===== config.mk =====
export PLATFORM = sky130hd
export DESIGN_NAME = rpoc_ctrl
export DESIGN_NICKNAME = d
export VERILOG_FILES = /design/src/rtl/rpoc_pkg.sv /design/src/rtl/rpoc_ctrl.sv
export SDC_FILE = /design/constraint.sdc
export NUM_CORES = 1
export LEC_CHECK = 0
export BUFFER_PORTS_ARGS = -buffer_cell sky130_fd_sc_hd__buf_4
export CORE_AREA = 2 2 39 41
export CTS_BUF_LIST = sky130_fd_sc_hd__clkbuf_8
export CTS_CLUSTER_DIAMETER = 50
export DETAILED_ROUTE_END_ITERATION = 6
export DIE_AREA = 0 0 41 43
export PLACE_DENSITY = 0.65
export SLEW_MARGIN = 40
export SYNTH_ARGS = -nofsm -noshare
export SYNTH_HDL_FRONTEND = slang
export SYNTH_SLANG_ARGS = --single-unit

===== constraint.sdc =====
create_clock -name clk -period 2.4 [get_ports clk]
set_input_delay 0.72 -clock clk [delete_from_list [all_inputs] [get_ports clk]]
set_output_delay 0.72 -clock clk [all_outputs]
set_load 0.1 [all_outputs]

===== src/rtl/rpoc_pkg.sv =====
`timescale 1ns / 1ps

package rpoc_pkg;

    // sizes of the rank tables and of the counts
    localparam int ADDR_W       = 12;
    localparam int CNT_W        = 13;
    localparam int MAX_ELEMENTS = 4096;
    localparam int MARK_W       = 2;

    localparam logic [CNT_W-1:0] MAX_COUNT           = CNT_W'(MAX_ELEMENTS);
    localparam logic [CNT_W-1:0] ELEMENT_COUNT_RESET = CNT_W'(4096);

    typedef enum logic [1:0] {
        OP_LOAD_A = 2'd0,
        OP_LOAD_B = 2'd1,
        OP_QUERY  = 2'd2,
        OP_NONE   = 2'd3
    } op_t;

    typedef enum logic [2:0] {
        ST_CLEAR,
        ST_IDLE,
        ST_DECODE,
        ST_WALK_TBL,
        ST_WALK_MRK,
        ST_WALK_UPD,
        ST_EMIT
    } state_t;

    // controller to datapath
    typedef struct packed {
        logic capture;
        logic clear_step;
        logic walk_start;
        logic walk_sel_b;
        logic walk_to_zero;
        logic tbl_read;
        logic mark_read;
        logic mark_write;
        logic table_write;
        logic emit;
    } cmd_t;

    // datapath to controller
    typedef struct packed {
        op_t  op;
        logic range_err;
        logic walk_done;
        logic walk_b;
        logic clear_done;
        logic out_busy;
    } status_t;

endpackage


===== src/rtl/rpoc_ctrl.sv =====
`timescale 1ns / 1ps

module rpoc_ctrl (
    input  logic              clk,
    input  logic              rst_n,
    input  logic              in_valid,
    output logic              in_ready,
    input  rpoc_pkg::status_t status,
    output rpoc_pkg::cmd_t    cmd
);

    rpoc_pkg::state_t state_reg;
    rpoc_pkg::state_t state_next;

    // state register
    always_ff @(posedge clk or negedge rst_n)
    begin
        if (!rst_n)
        begin
            state_reg <= rpoc_pkg::ST_CLEAR;
        end
        else
        begin
            state_reg <= state_next;
        end
    end

    // next state and commands
    always_comb
    begin
        state_next = state_reg;
        cmd        = '0;
        in_ready   = 1'b0;
        case (state_reg)
            rpoc_pkg::ST_CLEAR:
            begin
                // wipe the membership marks after reset
                cmd.clear_step = 1'b1;
                if (status.clear_done)
                begin
                    state_next = rpoc_pkg::ST_IDLE;
                end
            end
            rpoc_pkg::ST_IDLE:
            begin
                in_ready = 1'b1;
                if (in_valid)
                begin
                    cmd.capture = 1'b1;
                    state_next  = rpoc_pkg::ST_DECODE;
                end
            end
            rpoc_pkg::ST_DECODE:
            begin
                case (status.op)
                    rpoc_pkg::OP_LOAD_A,
                    rpoc_pkg::OP_LOAD_B:
                    begin
                        // a load first shrinks both prefixes to empty
                        cmd.walk_start   = 1'b1;
                        cmd.walk_to_zero = 1'b1;
                        state_next       = rpoc_pkg::ST_WALK_TBL;
                    end
                    rpoc_pkg::OP_QUERY:
                    begin
                        if (status.range_err)
                        begin
                            state_next = rpoc_pkg::ST_EMIT;
                        end
                        else
                        begin
                            cmd.walk_start = 1'b1;
                            state_next     = rpoc_pkg::ST_WALK_TBL;
                        end
                    end
                    default:
                    begin
                        state_next = rpoc_pkg::ST_IDLE;
                    end
                endcase
            end
            rpoc_pkg::ST_WALK_TBL:
            begin
                if (status.walk_done)
                begin
                    if (!status.walk_b)
                    begin
                        // ordering a finished, move ordering b
                        cmd.walk_start   = 1'b1;
                        cmd.walk_sel_b   = 1'b1;
                        cmd.walk_to_zero = (status.op != rpoc_pkg::OP_QUERY);
                    end
                    else if (status.op == rpoc_pkg::OP_QUERY)
                    begin
                        state_next = rpoc_pkg::ST_EMIT;
                    end
                    else
                    begin
                        cmd.table_write = 1'b1;
                        state_next      = rpoc_pkg::ST_IDLE;
                    end
                end
                else
                begin
                    cmd.tbl_read = 1'b1;
                    state_next   = rpoc_pkg::ST_WALK_MRK;
                end
            end
            rpoc_pkg::ST_WALK_MRK:
            begin
                cmd.mark_read = 1'b1;
                state_next    = rpoc_pkg::ST_WALK_UPD;
            end
            rpoc_pkg::ST_WALK_UPD:
            begin
                cmd.mark_write = 1'b1;
                state_next     = rpoc_pkg::ST_WALK_TBL;
            end
            rpoc_pkg::ST_EMIT:
            begin
                if (!status.out_busy)
                begin
                    cmd.emit   = 1'b1;
                    state_next = rpoc_pkg::ST_IDLE;
                end
            end
            default:
            begin
                state_next = rpoc_pkg::ST_IDLE;
            end
        endcase
    end

endmodule


==> results.cfg, run 1 <==
[run_status]
result_of_the_run = complete, no violations

[synthesis]
synth_warnings = 0
ys_types = 32
yosys.area_share.adder_pct = 0
syn-num-nets = 63
syn-cell-area_sq_um = 402
synthMuxAreaShare_pct = 0
synth_top_family_by_area = simple AND/OR/NAND/NOR gates
synth_xor_area_share_pct = 0
syn-instance-count = 53
synth_compound_area_share_pct = 28.3
post_synth.cell_area_avg_sq_um = 7.58
postSynthRegisterBits = 3
synth_simple_gate_area_share_pct = 41.4
synth_sequential_area_ratio_pct = 18.7

[clock_tree]
tritoncts = built
cts_made_buffers = 3
hold_buffers = 0
worst_setup_hold_path_clk_slew_ns = 0.03
clk-insertion-delay-late_ns = 0.22
clock_tree.buffer_depth = 2
clock_root_buffer = sky130_fd_sc_hd__clkbuf_8
cts-htree-levels = 1
cts_setup_buffers = 0
clkSinkCount = 3

[route]
avgViaCountPerCell = 5.28
detail-route-antenna-nets = 0
drtPass1Iterations = 5
totalWireLength_um = 1140
wl_per_cell_um = 12.4
dr.first_iter.drc_count = 10
drc = 0
detailroute.via_count = 486

[die]
core_region_area_sq_um = 1380
num_rows = 14
die-area_sq_um = 1760
start_util_pct = 29.0
die_w_um = 41
die_height_um = 43
io-pin-count = 21

[grt]
grt_start_max_net_pins = 13
grt_antenna_before_repair = 0
grt_pass1_vias = 449
global_route_wire_length_before_repair_um = 1770
grt-ovfl-total = 0
globalRouteTotalUtil_pct = 14.6

[sta]
final_hold_viol_count = 0
rsz0062_at_grt = no
setup_failing_eps_final = 0
relative_slew_slack_pct = 69.4
timing.final.crit_period_ns = 2.34
fin_worst_skew_ns = 0.00375
worstMarginPinSlew_ns = 0.459
finalCritPeriodShare_pct = 97.4
timing_max_transition_violations_final = 0
fmax_mhz = 428

[setup_path]
cp_max_fo = 3
worstPathArrival_ns = 1.62
critical_path.reg2reg.endpoint = state_reg[2]$_DFFE_PN0P_
reg2reg_depth = 3
critical_path_required_ns = 1.68
timing.critical_path.from_type = input pin
setup_slack_of_the_worst_register_to_register_path_ns = 0.91
critical_path.reg2reg.startpoint = state_reg[0]$_DFFE_PN0P_
worst_setup_path_end_kind = output pin
path_class = in -> out

[finish]
design.final.nets = 87
layout_common_cells = sky130_fd_sc_hd__buf_4 (21), sky130_fd_sc_hd__nand2_1 (5), sky130_fd_sc_hd__inv_1 (4)
multi_input_area_sq_um = 332
antenna_cells = 0
ff_latch_area_sq_um = 75.1
flip_flop_count_of_the_largest_register_after_layout = 3
area.growth.synth_to_final_pct = 67.3
fillerInstances = 144
drive_gt1_share_pct = 50.0
layout.core_utilization_pct = 48.6
leading_cell_type_in_the_layout_fill_and_taps_excluded = sky130_fd_sc_hd__buf_4

[flow_run]
max_cap_violations = 0

[place]
detailedPlacementHpwl_um = 876
gp_routability_congestion = 0.774
buffer_ports.inserted = 20

[worst_hold_path]
holdCritPathClass = in -> async
[per-stage QoR]
step | hold WS (ns) | std cells | setup TNS [ns] | instance area (sq um) | setup WS [ns]
4_1_cts | 0.282 | 92 | 0 | 659 | 0.0330
5_1_grt | 0.283 | 92 | 0 | 672 | 0.00903
2_1_floorplan | 0.424 | 53 | -0.505 | 453 | -0.181
3_5_place_dp | 0.510 | 88 | -0.0173 | 611 | -0.0173
6_report | 0.282 | 92 | 0 | 672 | 0.0631
3_3_place_gp | 0.509 | 88 | 0 | 611 | 0.0116
[logic make-up after synthesis]
logic type,Yosys count
buf+inv,7
compound gates,15
simple gates,28
flops,3
[worst max-delay path, stage by stage]
cell,delay (ns)
sky130_fd_sc_hd__buf_4,0.11
sky130_fd_sc_hd__nand2b_1,0.22
sky130_fd_sc_hd__a221oi_4,0.35
sky130_fd_sc_hd__buf_12,0.21
[what timing repair did]
item,4_1_cts,5_1_grt
gates resized for setup,1,3
hold endpoints to repair,0,0
pin swaps,0,0
setup endpoints to repair,1,2
[worst max-delay path by stage]
| stage | slack (ns) | startpoint | end |
|---|---|---|---|
| after floorplan | -0.18 | status[2] | cmd[5] |
| after CTS | 0.03 | status[2] | cmd[7] |
| after detailed placement | -0.02 | status[2] | cmd[5] |
| final | 0.06 | status[2] | cmd[5] |
| after global placement | 0.01 | status[2] | cmd[5] |
| after global routing | 0.009 | status[2] | cmd[5] |
[Yosys cell counts]
| master | instances | share of area, % |
|---|---|---|
| sky130_fd_sc_hd__nand2_4 | 1 | 2.8 |
| sky130_fd_sc_hd__nand4b_1 | 1 | 2.2 |
| sky130_fd_sc_hd__a41oi_1 | 2 | 4.4 |
| sky130_fd_sc_hd__nor3b_1 | 1 | 1.9 |
| sky130_fd_sc_hd__nor2_1 | 7 | 6.5 |
| sky130_fd_sc_hd__and4_1 | 1 | 2.2 |
| sky130_fd_sc_hd__a21boi_1 | 1 | 1.9 |
| sky130_fd_sc_hd__and3_1 | 1 | 1.6 |
| sky130_fd_sc_hd__o31ai_1 | 1 | 1.9 |
| sky130_fd_sc_hd__a211oi_1 | 1 | 1.9 |
| sky130_fd_sc_hd__o21a_1 | 1 | 1.9 |
| sky130_fd_sc_hd__buf_6 | 2 | 5.6 |
| sky130_fd_sc_hd__a221o_1 | 1 | 2.5 |
| sky130_fd_sc_hd__nand3b_1 | 2 | 3.7 |
| sky130_fd_sc_hd__inv_1 | 3 | 2.8 |
| sky130_fd_sc_hd__buf_2 | 1 | 1.2 |
| sky130_fd_sc_hd__a21oi_1 | 2 | 2.5 |
| sky130_fd_sc_hd__nand2_1 | 5 | 4.7 |
| sky130_fd_sc_hd__nand4_1 | 1 | 1.6 |
| sky130_fd_sc_hd__a221oi_1 | 1 | 2.2 |
| sky130_fd_sc_hd__nor2b_2 | 1 | 2.2 |
| sky130_fd_sc_hd__a211oi_2 | 1 | 3.1 |
| sky130_fd_sc_hd__nor2b_4 | 1 | 3.4 |
| sky130_fd_sc_hd__nor3_1 | 1 | 1.2 |
| sky130_fd_sc_hd__a222oi_1 | 1 | 2.5 |
| sky130_fd_sc_hd__o21ai_0 | 1 | 1.2 |
| sky130_fd_sc_hd__and2_1 | 2 | 3.1 |
| sky130_fd_sc_hd__dfrtp_1 | 3 | 19 |
| sky130_fd_sc_hd__buf_4 | 1 | 1.9 |
| sky130_fd_sc_hd__o21ai_1 | 2 | 2.5 |
| sky130_fd_sc_hd__nand2b_1 | 2 | 3.1 |
| sky130_fd_sc_hd__nand3_1 | 1 | 1.2 |
[routing by layer]
metal | up-vias | share of wire [%] | track usage [%]
met4 | 0 | 1.5 | 8.00
met3 | 2 | 4.6 | 1.57
li1 | 238 | - | -
met1 | 230 | 44 | 18.6
met2 | 16 | 49 | 22.8
met5 | - | 0 | 0
[cell type report]
type | instances | share of cell area [%]
inverter | 3 | 1.68
clock inverter | 1 | 0.559
sequential | 3 | 11.2
tap | 16 | 2.98
timing repair buffer | 23 | 28.1
clock buffer | 3 | 6.15
multi-input combinational | 43 | 49.3
Power of run 1 is not shown: default switching activity piles up to over one toggle a cycle in this logic, so the estimate is an artifact.
==> run 2: changes to the inputs <==
--- a/config.mk
+++ b/config.mk
@@ -5,13 +5,14 @@
 export SDC_FILE = /design/constraint.sdc
 export NUM_CORES = 1
 export LEC_CHECK = 0
-export BUFFER_PORTS_ARGS = -buffer_cell sky130_fd_sc_hd__buf_4
+export ABC_AREA = 1
+export BUFFER_PORTS_ARGS = -buffer_cell sky130_fd_sc_hd__buf_2
 export CORE_AREA = 2 2 39 41
 export CTS_BUF_LIST = sky130_fd_sc_hd__clkbuf_8
 export CTS_CLUSTER_DIAMETER = 50
 export DETAILED_ROUTE_END_ITERATION = 6
 export DIE_AREA = 0 0 41 43
-export PLACE_DENSITY = 0.65
+export PLACE_DENSITY = 0.62
 export SLEW_MARGIN = 40
 export SYNTH_ARGS = -nofsm -noshare
 export SYNTH_HDL_FRONTEND = slang
==> run 2 against run 1 <==
Flip-flop and latch count stayed put. Sequential share of layout area fell by 0.26 points. Via count is 1.0% higher. Core utilization grew 2.0 points. Non-clock buffer count decreased by 3. Register-to-register slack improved by 0.18 ns. Cell area grew 4.1%. Routed wire length decreased by 15%. Count of clock-buffer cells in the layout unchanged. Global-route usage shrank 2.2 points. Highest routed layer is now met3.
==> results.cfg, run 2 <==
[setup_path]
timing.critical_path.buf_inv = 1
crit_path_start = state_reg[0]$_DFFE_PN0P_
worstPathArrival_ns = 1.58
critical_path.reg2reg.startpoint = state_reg[0]$_DFFE_PN0P_
cp_max_fo = 7
timing.critical_path.from_type = register
cp_top_family = flip-flops
worst_path_max_delay_cell = sky130_fd_sc_hd__dfrtp_1
critical_path_required_ns = 1.68
path_class = reg -> out
timing.critical_path.slowest_cell_delay_ns = 0.49
crit_path_cell_trace = nand2_2 -> nor2_4 -> nand3_1 -> o22ai_4 -> buf_12
worst_setup_path_end_kind = output pin

[grt]
groute.layer.met1.usage_pct = 15.6
grt_util_met2_pct = 21.3
gr-max-usage-layer = met2
grt_antenna_before_repair = 0
globalRouteTotalUtil_pct = 12.4
grt-ovfl-total = 0
grt.met3_usage_pct = 0.524
grt_pass1_vias = 445
global_route_wire_length_before_repair_um = 1610
grt_start_max_net_pins = 10

[route]
drtPass1Iterations = 4
detailroute.via_count = 491
detail-route-antenna-nets = 0
dr.first_iter.drc_count = 20
wl_per_cell_um = 9.23
avgViaCountPerCell = 4.68
totalWireLength_um = 969
drc = 0

[synthesis]
synth_warnings = 0
post_synth.cell_area_avg_sq_um = 5.55
syn-num-nets = 76
synthTopCellsByArea = sky130_fd_sc_hd__dfrtp_1 (20%), sky130_fd_sc_hd__nand2_1 (17%), sky130_fd_sc_hd__inv_1 (13%)
postSynthRegisterBits = 3
synth_top_flop_cell = sky130_fd_sc_hd__dfrtp_1
ys_types = 16
synth_commonest_cells = sky130_fd_sc_hd__nand2_1 (17), sky130_fd_sc_hd__inv_1 (13), sky130_fd_sc_hd__nor2_1 (9), sky130_fd_sc_hd__nand3_1 (8)
syn-instance-count = 66
synth_top_cell_by_area = sky130_fd_sc_hd__dfrtp_1
synth_sequential_area_ratio_pct = 20.5
synthDominantCellAreaShare_pct = 20.5
synth-edff-count = 0
syn-cell-area_sq_um = 367
synth_most_common_cell = sky130_fd_sc_hd__nand2_1
synth-async-reset-ratio_pct = 100

[clock_tree]
tritoncts = built
clk-insertion-delay-late_ns = 0.21
hold_buffers = 0
clock_tree.buffer_depth = 2
ctsResizeCount = 0
worst_setup_hold_path_clk_slew_ns = 0.03
cts_setup_buffers = 0
cts-htree-levels = 1
clock_root_buffer = sky130_fd_sc_hd__clkbuf_8
clkSinkCount = 3
cts_made_buffers = 3

[finish]
leading_cell_type_in_the_layout_fill_and_taps_excluded = sky130_fd_sc_hd__nand2_1
flip_flop_count_of_the_largest_register_after_layout = 3
area.growth.synth_to_final_pct = 90.8
drive_gt1_share_pct = 40.4
layout_common_cells = sky130_fd_sc_hd__nand2_1 (17), sky130_fd_sc_hd__inv_1 (14), sky130_fd_sc_hd__buf_2 (11)
final-instance-count-excl-fill = 105
fillerInstances = 136
antenna_cells = 0
design.final.nets = 100
layout.core_utilization_pct = 50.5

[sta]
finalCritPeriodShare_pct = 95.9
worstMarginPinSlew_ns = 0.482
totalNegativeSetupSlack_ns = 0
post-route-worst-setup-slack_ns = 0.0978
setup_failing_eps_final = 0
final_hold_viol_count = 0
relative_slew_slack_pct = 68.1
fmax_mhz = 434
fin_worst_skew_ns = 0.000179
rsz0062_at_grt = no
timing.final.crit_period_ns = 2.30
timing_max_transition_violations_final = 0

[die]
start_util_pct = 26.5
core_region_area_sq_um = 1380
die_w_um = 41
die_height_um = 43
io-pin-count = 21
num_rows = 14
die-area_sq_um = 1760

[worst_hold_path]
holdCritPathClass = in -> async

[place]
dp_slack_ns = 0.151
buffer_ports.inserted = 20
detailedPlacementHpwl_um = 815
gp_routability_congestion = 0.832
placedCellCount = 101

[run_status]
result_of_the_run = complete, no violations

[flow_run]
max_cap_violations = 0
## run 2: kinds of logic (layout without fill, tap and decap cells)
logic type / count (synthesis) / in the layout / synth area share (%)
compound gates: 3 / 3 / 4.44
buf+inv: 15 / 38 / 18.1
flops: 3 / 3 / 20.5
simple gates: 45 / 45 / 57.0
## run 2: layer usage
metal	vias to the layer above	routed length (um)	part of all wire [%]
met5	-	0	0
met4	0	0	0
met3	0	69	7.1
met2	21	531	55
met1	221	369	38
li1	249	-	-
## run 2: area by class of cell
type | instances | area (sq um) | share of cell area (%)
clock inverter | 1 | 3.75 | 0.537
sequential | 3 | 76.3 | 10.9
inverter | 14 | 52.6 | 7.51
clock buffer | 3 | 41.3 | 5.90
multi-input combinational | 48 | 283 | 40.4
timing repair buffer | 20 | 223 | 31.8
tap | 16 | 20.0 | 2.86
## run 2: path summary, 6_finish.rpt
check                      slack (ns)                  endpoint  cells past startpoint
setup reg to reg                 1.09  state_reg[0]$_DFFE_PN0P_                      6
max in group asynchronous        1.99  state_reg[2]$_DFFE_PN0P_                      1
hold reg to reg                  0.67  state_reg[0]$_DFFE_PN0P_                      2
setup / recovery                  0.1                    cmd[5]                      5
min in group clk                 0.67  state_reg[0]$_DFFE_PN0P_                      2
hold / removal                   0.29  state_reg[0]$_DFFE_PN0P_                      1
## run 2: per-stage QoR
stage	cell area, sq um	hold WS (ns)
finish	699	0.295
detailed placement	651	0.515
global route	699	0.298
floorplan	424	0.424
CTS	696	0.293
global placement	651	0.513
## run 2: worst register-to-register path: cells and delay by family, from the launching register on
family           cells  cell delay [ns]
AND/OR/NAND/NOR      6             0.75
flip-flops           1             0.49
Power of run 2 is left out for the same reason.
==> run 3: changes to the inputs <==
--- a/config.mk
+++ b/config.mk
@@ -13,6 +13,7 @@
 export DETAILED_ROUTE_END_ITERATION = 6
 export DIE_AREA = 0 0 41 43
 export PLACE_DENSITY = 0.62
+export RECOVER_POWER = 25
 export SLEW_MARGIN = 40
 export SYNTH_ARGS = -nofsm -noshare
 export SYNTH_HDL_FRONTEND = slang
==> run 3 against run 2 <==
Critical path depth fell by 1. Via count fell by 1.0%. Setup slack got worse by 0.011 ns. Global-route usage did not move. Routed wire length fell by 0.31%. Clock skew barely moved. Core utilization fell by 0.18 points.
==> results.cfg, run 3 (synthesis gave the netlist of run 2 again) <==
[clock_tree]
clkSinkCount = 3
cts_setup_buffers = 0
hold_buffers = 0
cts_made_buffers = 3
ctsResizeCount = 0
tritoncts = built
clock_tree.buffer_depth = 2
cts-htree-levels = 1
clk-insertion-delay-late_ns = 0.21
clock_root_buffer = sky130_fd_sc_hd__clkbuf_8
worst_setup_hold_path_clk_slew_ns = 0.03

[grt]
grt_pass1_vias = 445
grt_start_max_net_pins = 10
grt-ovfl-total = 0
globalRouteTotalUtil_pct = 12.4
grt_antenna_before_repair = 0
global_route_wire_length_before_repair_um = 1610

[place]
gp_routability_congestion = 0.832
detailedPlacementHpwl_um = 815
placedCellCount = 101
buffer_ports.inserted = 20

[sta]
finalCritPeriodShare_pct = 96.4
hold_slack_ns = 0.306
fmax_mhz = 432
timing_max_transition_violations_final = 0
relative_slew_slack_pct = 68.1
worstMarginPinSlew_ns = 0.482
rsz0062_at_grt = no
timing.final.crit_period_ns = 2.31
setup_failing_eps_final = 0
fin_worst_skew_ns = 0.0000881
final_hold_viol_count = 0

[die]
core_region_area_sq_um = 1380
die-area_sq_um = 1760
num_rows = 14
start_util_pct = 26.5
die_w_um = 41
die_height_um = 43
io-pin-count = 21

[setup_path]
timing.critical_path.from_type = input pin
critical_path_required_ns = 1.68
worstPathArrival_ns = 1.59
worst_path_max_delay_cell = sky130_fd_sc_hd__nand3_1
cp_max_fo = 5
path_class = in -> out
timing.critical_path.slowest_cell_delay_ns = 0.26
crit_path_cell_trace = clkbuf_1 -> nand3_1 -> o22ai_4 -> buf_12
worst_setup_path_end_kind = output pin

[finish]
layout_common_cells = sky130_fd_sc_hd__nand2_1 (17), sky130_fd_sc_hd__inv_1 (14), sky130_fd_sc_hd__buf_2 (9)
flip_flop_count_of_the_largest_register_after_layout = 3
design.final.nets = 100
drive_gt1_share_pct = 38.2
area.growth.synth_to_final_pct = 90.1
fillerInstances = 135
antenna_cells = 0
leading_cell_type_in_the_layout_fill_and_taps_excluded = sky130_fd_sc_hd__nand2_1
final-instance-count-excl-fill = 105

[worst_hold_path]
holdCritPathClass = in -> async

[route]
detail-route-antenna-nets = 0
detailroute.via_count = 486
wl_per_cell_um = 9.20
totalWireLength_um = 966
avgViaCountPerCell = 4.63
dr.first_iter.drc_count = 18
drtPass1Iterations = 4
drc = 0

[run_status]
result_of_the_run = complete, no violations

[flow_run]
max_cap_violations = 0
run 3: cell type report:
cell class	instances	area [sq um]	area share [%]
clock inverters	1	3.75	0.539
clock buffers	3	41.3	5.92
repair buffers	20	220	31.6
well taps	16	20.0	2.87
inverters	14	52.6	7.54
flip-flops and latches	3	76.3	11.0
multi-input cells	48	283	40.6
run 3: path summary, 6_finish.rpt:
kind / from / endpoint / slack (ns) / cells past startpoint
min in group clk: state_reg[0]$_DFFE_PN0P_ / state_reg[0]$_DFFE_PN0P_ / 0.68 / 2
min: rst_n / state_reg[0]$_DFFE_PN0P_ / 0.31 / 1
min reg2reg: state_reg[0]$_DFFE_PN0P_ / state_reg[0]$_DFFE_PN0P_ / 0.68 / 2
max in group asynchronous: rst_n / state_reg[2]$_DFFE_PN0P_ / 1.93 / 1
max: status[3] / cmd[5] / 0.09 / 4
max reg2reg: state_reg[0]$_DFFE_PN0P_ / state_reg[0]$_DFFE_PN0P_ / 1.09 / 6
run 3: worst max-delay path, delay by kind of cell:
family / cells / cell delay [ns]
compound gates: 1 / 0.19
buf+inv: 2 / 0.43
simple gates: 1 / 0.26
run 3: per-stage QoR:
step | cell area (sq um) | setup slack (ns) | util [%] | setup TNS (ns)
floorplan | 424 | -0.344 | - | -1.15
global placement | 651 | 0.178 | 47.0 | 0
detailed placement | 651 | 0.151 | 47.0 | 0
CTS | 696 | 0.0646 | 50.3 | 0
global route | 697 | 0.0111 | 50.4 | 0
finish | 697 | 0.0867 | 50.4 | 0
run 3: per-layer routing:
metal	track usage, %	part of all wire [%]	up-vias
met2	21.3	54	15
met4	4.00	0	0
met1	15.6	40	222
met5	0	0	-
li1	-	-	249
met3	0.524	5.7	0
Power of run 3 is left out for the same reason.
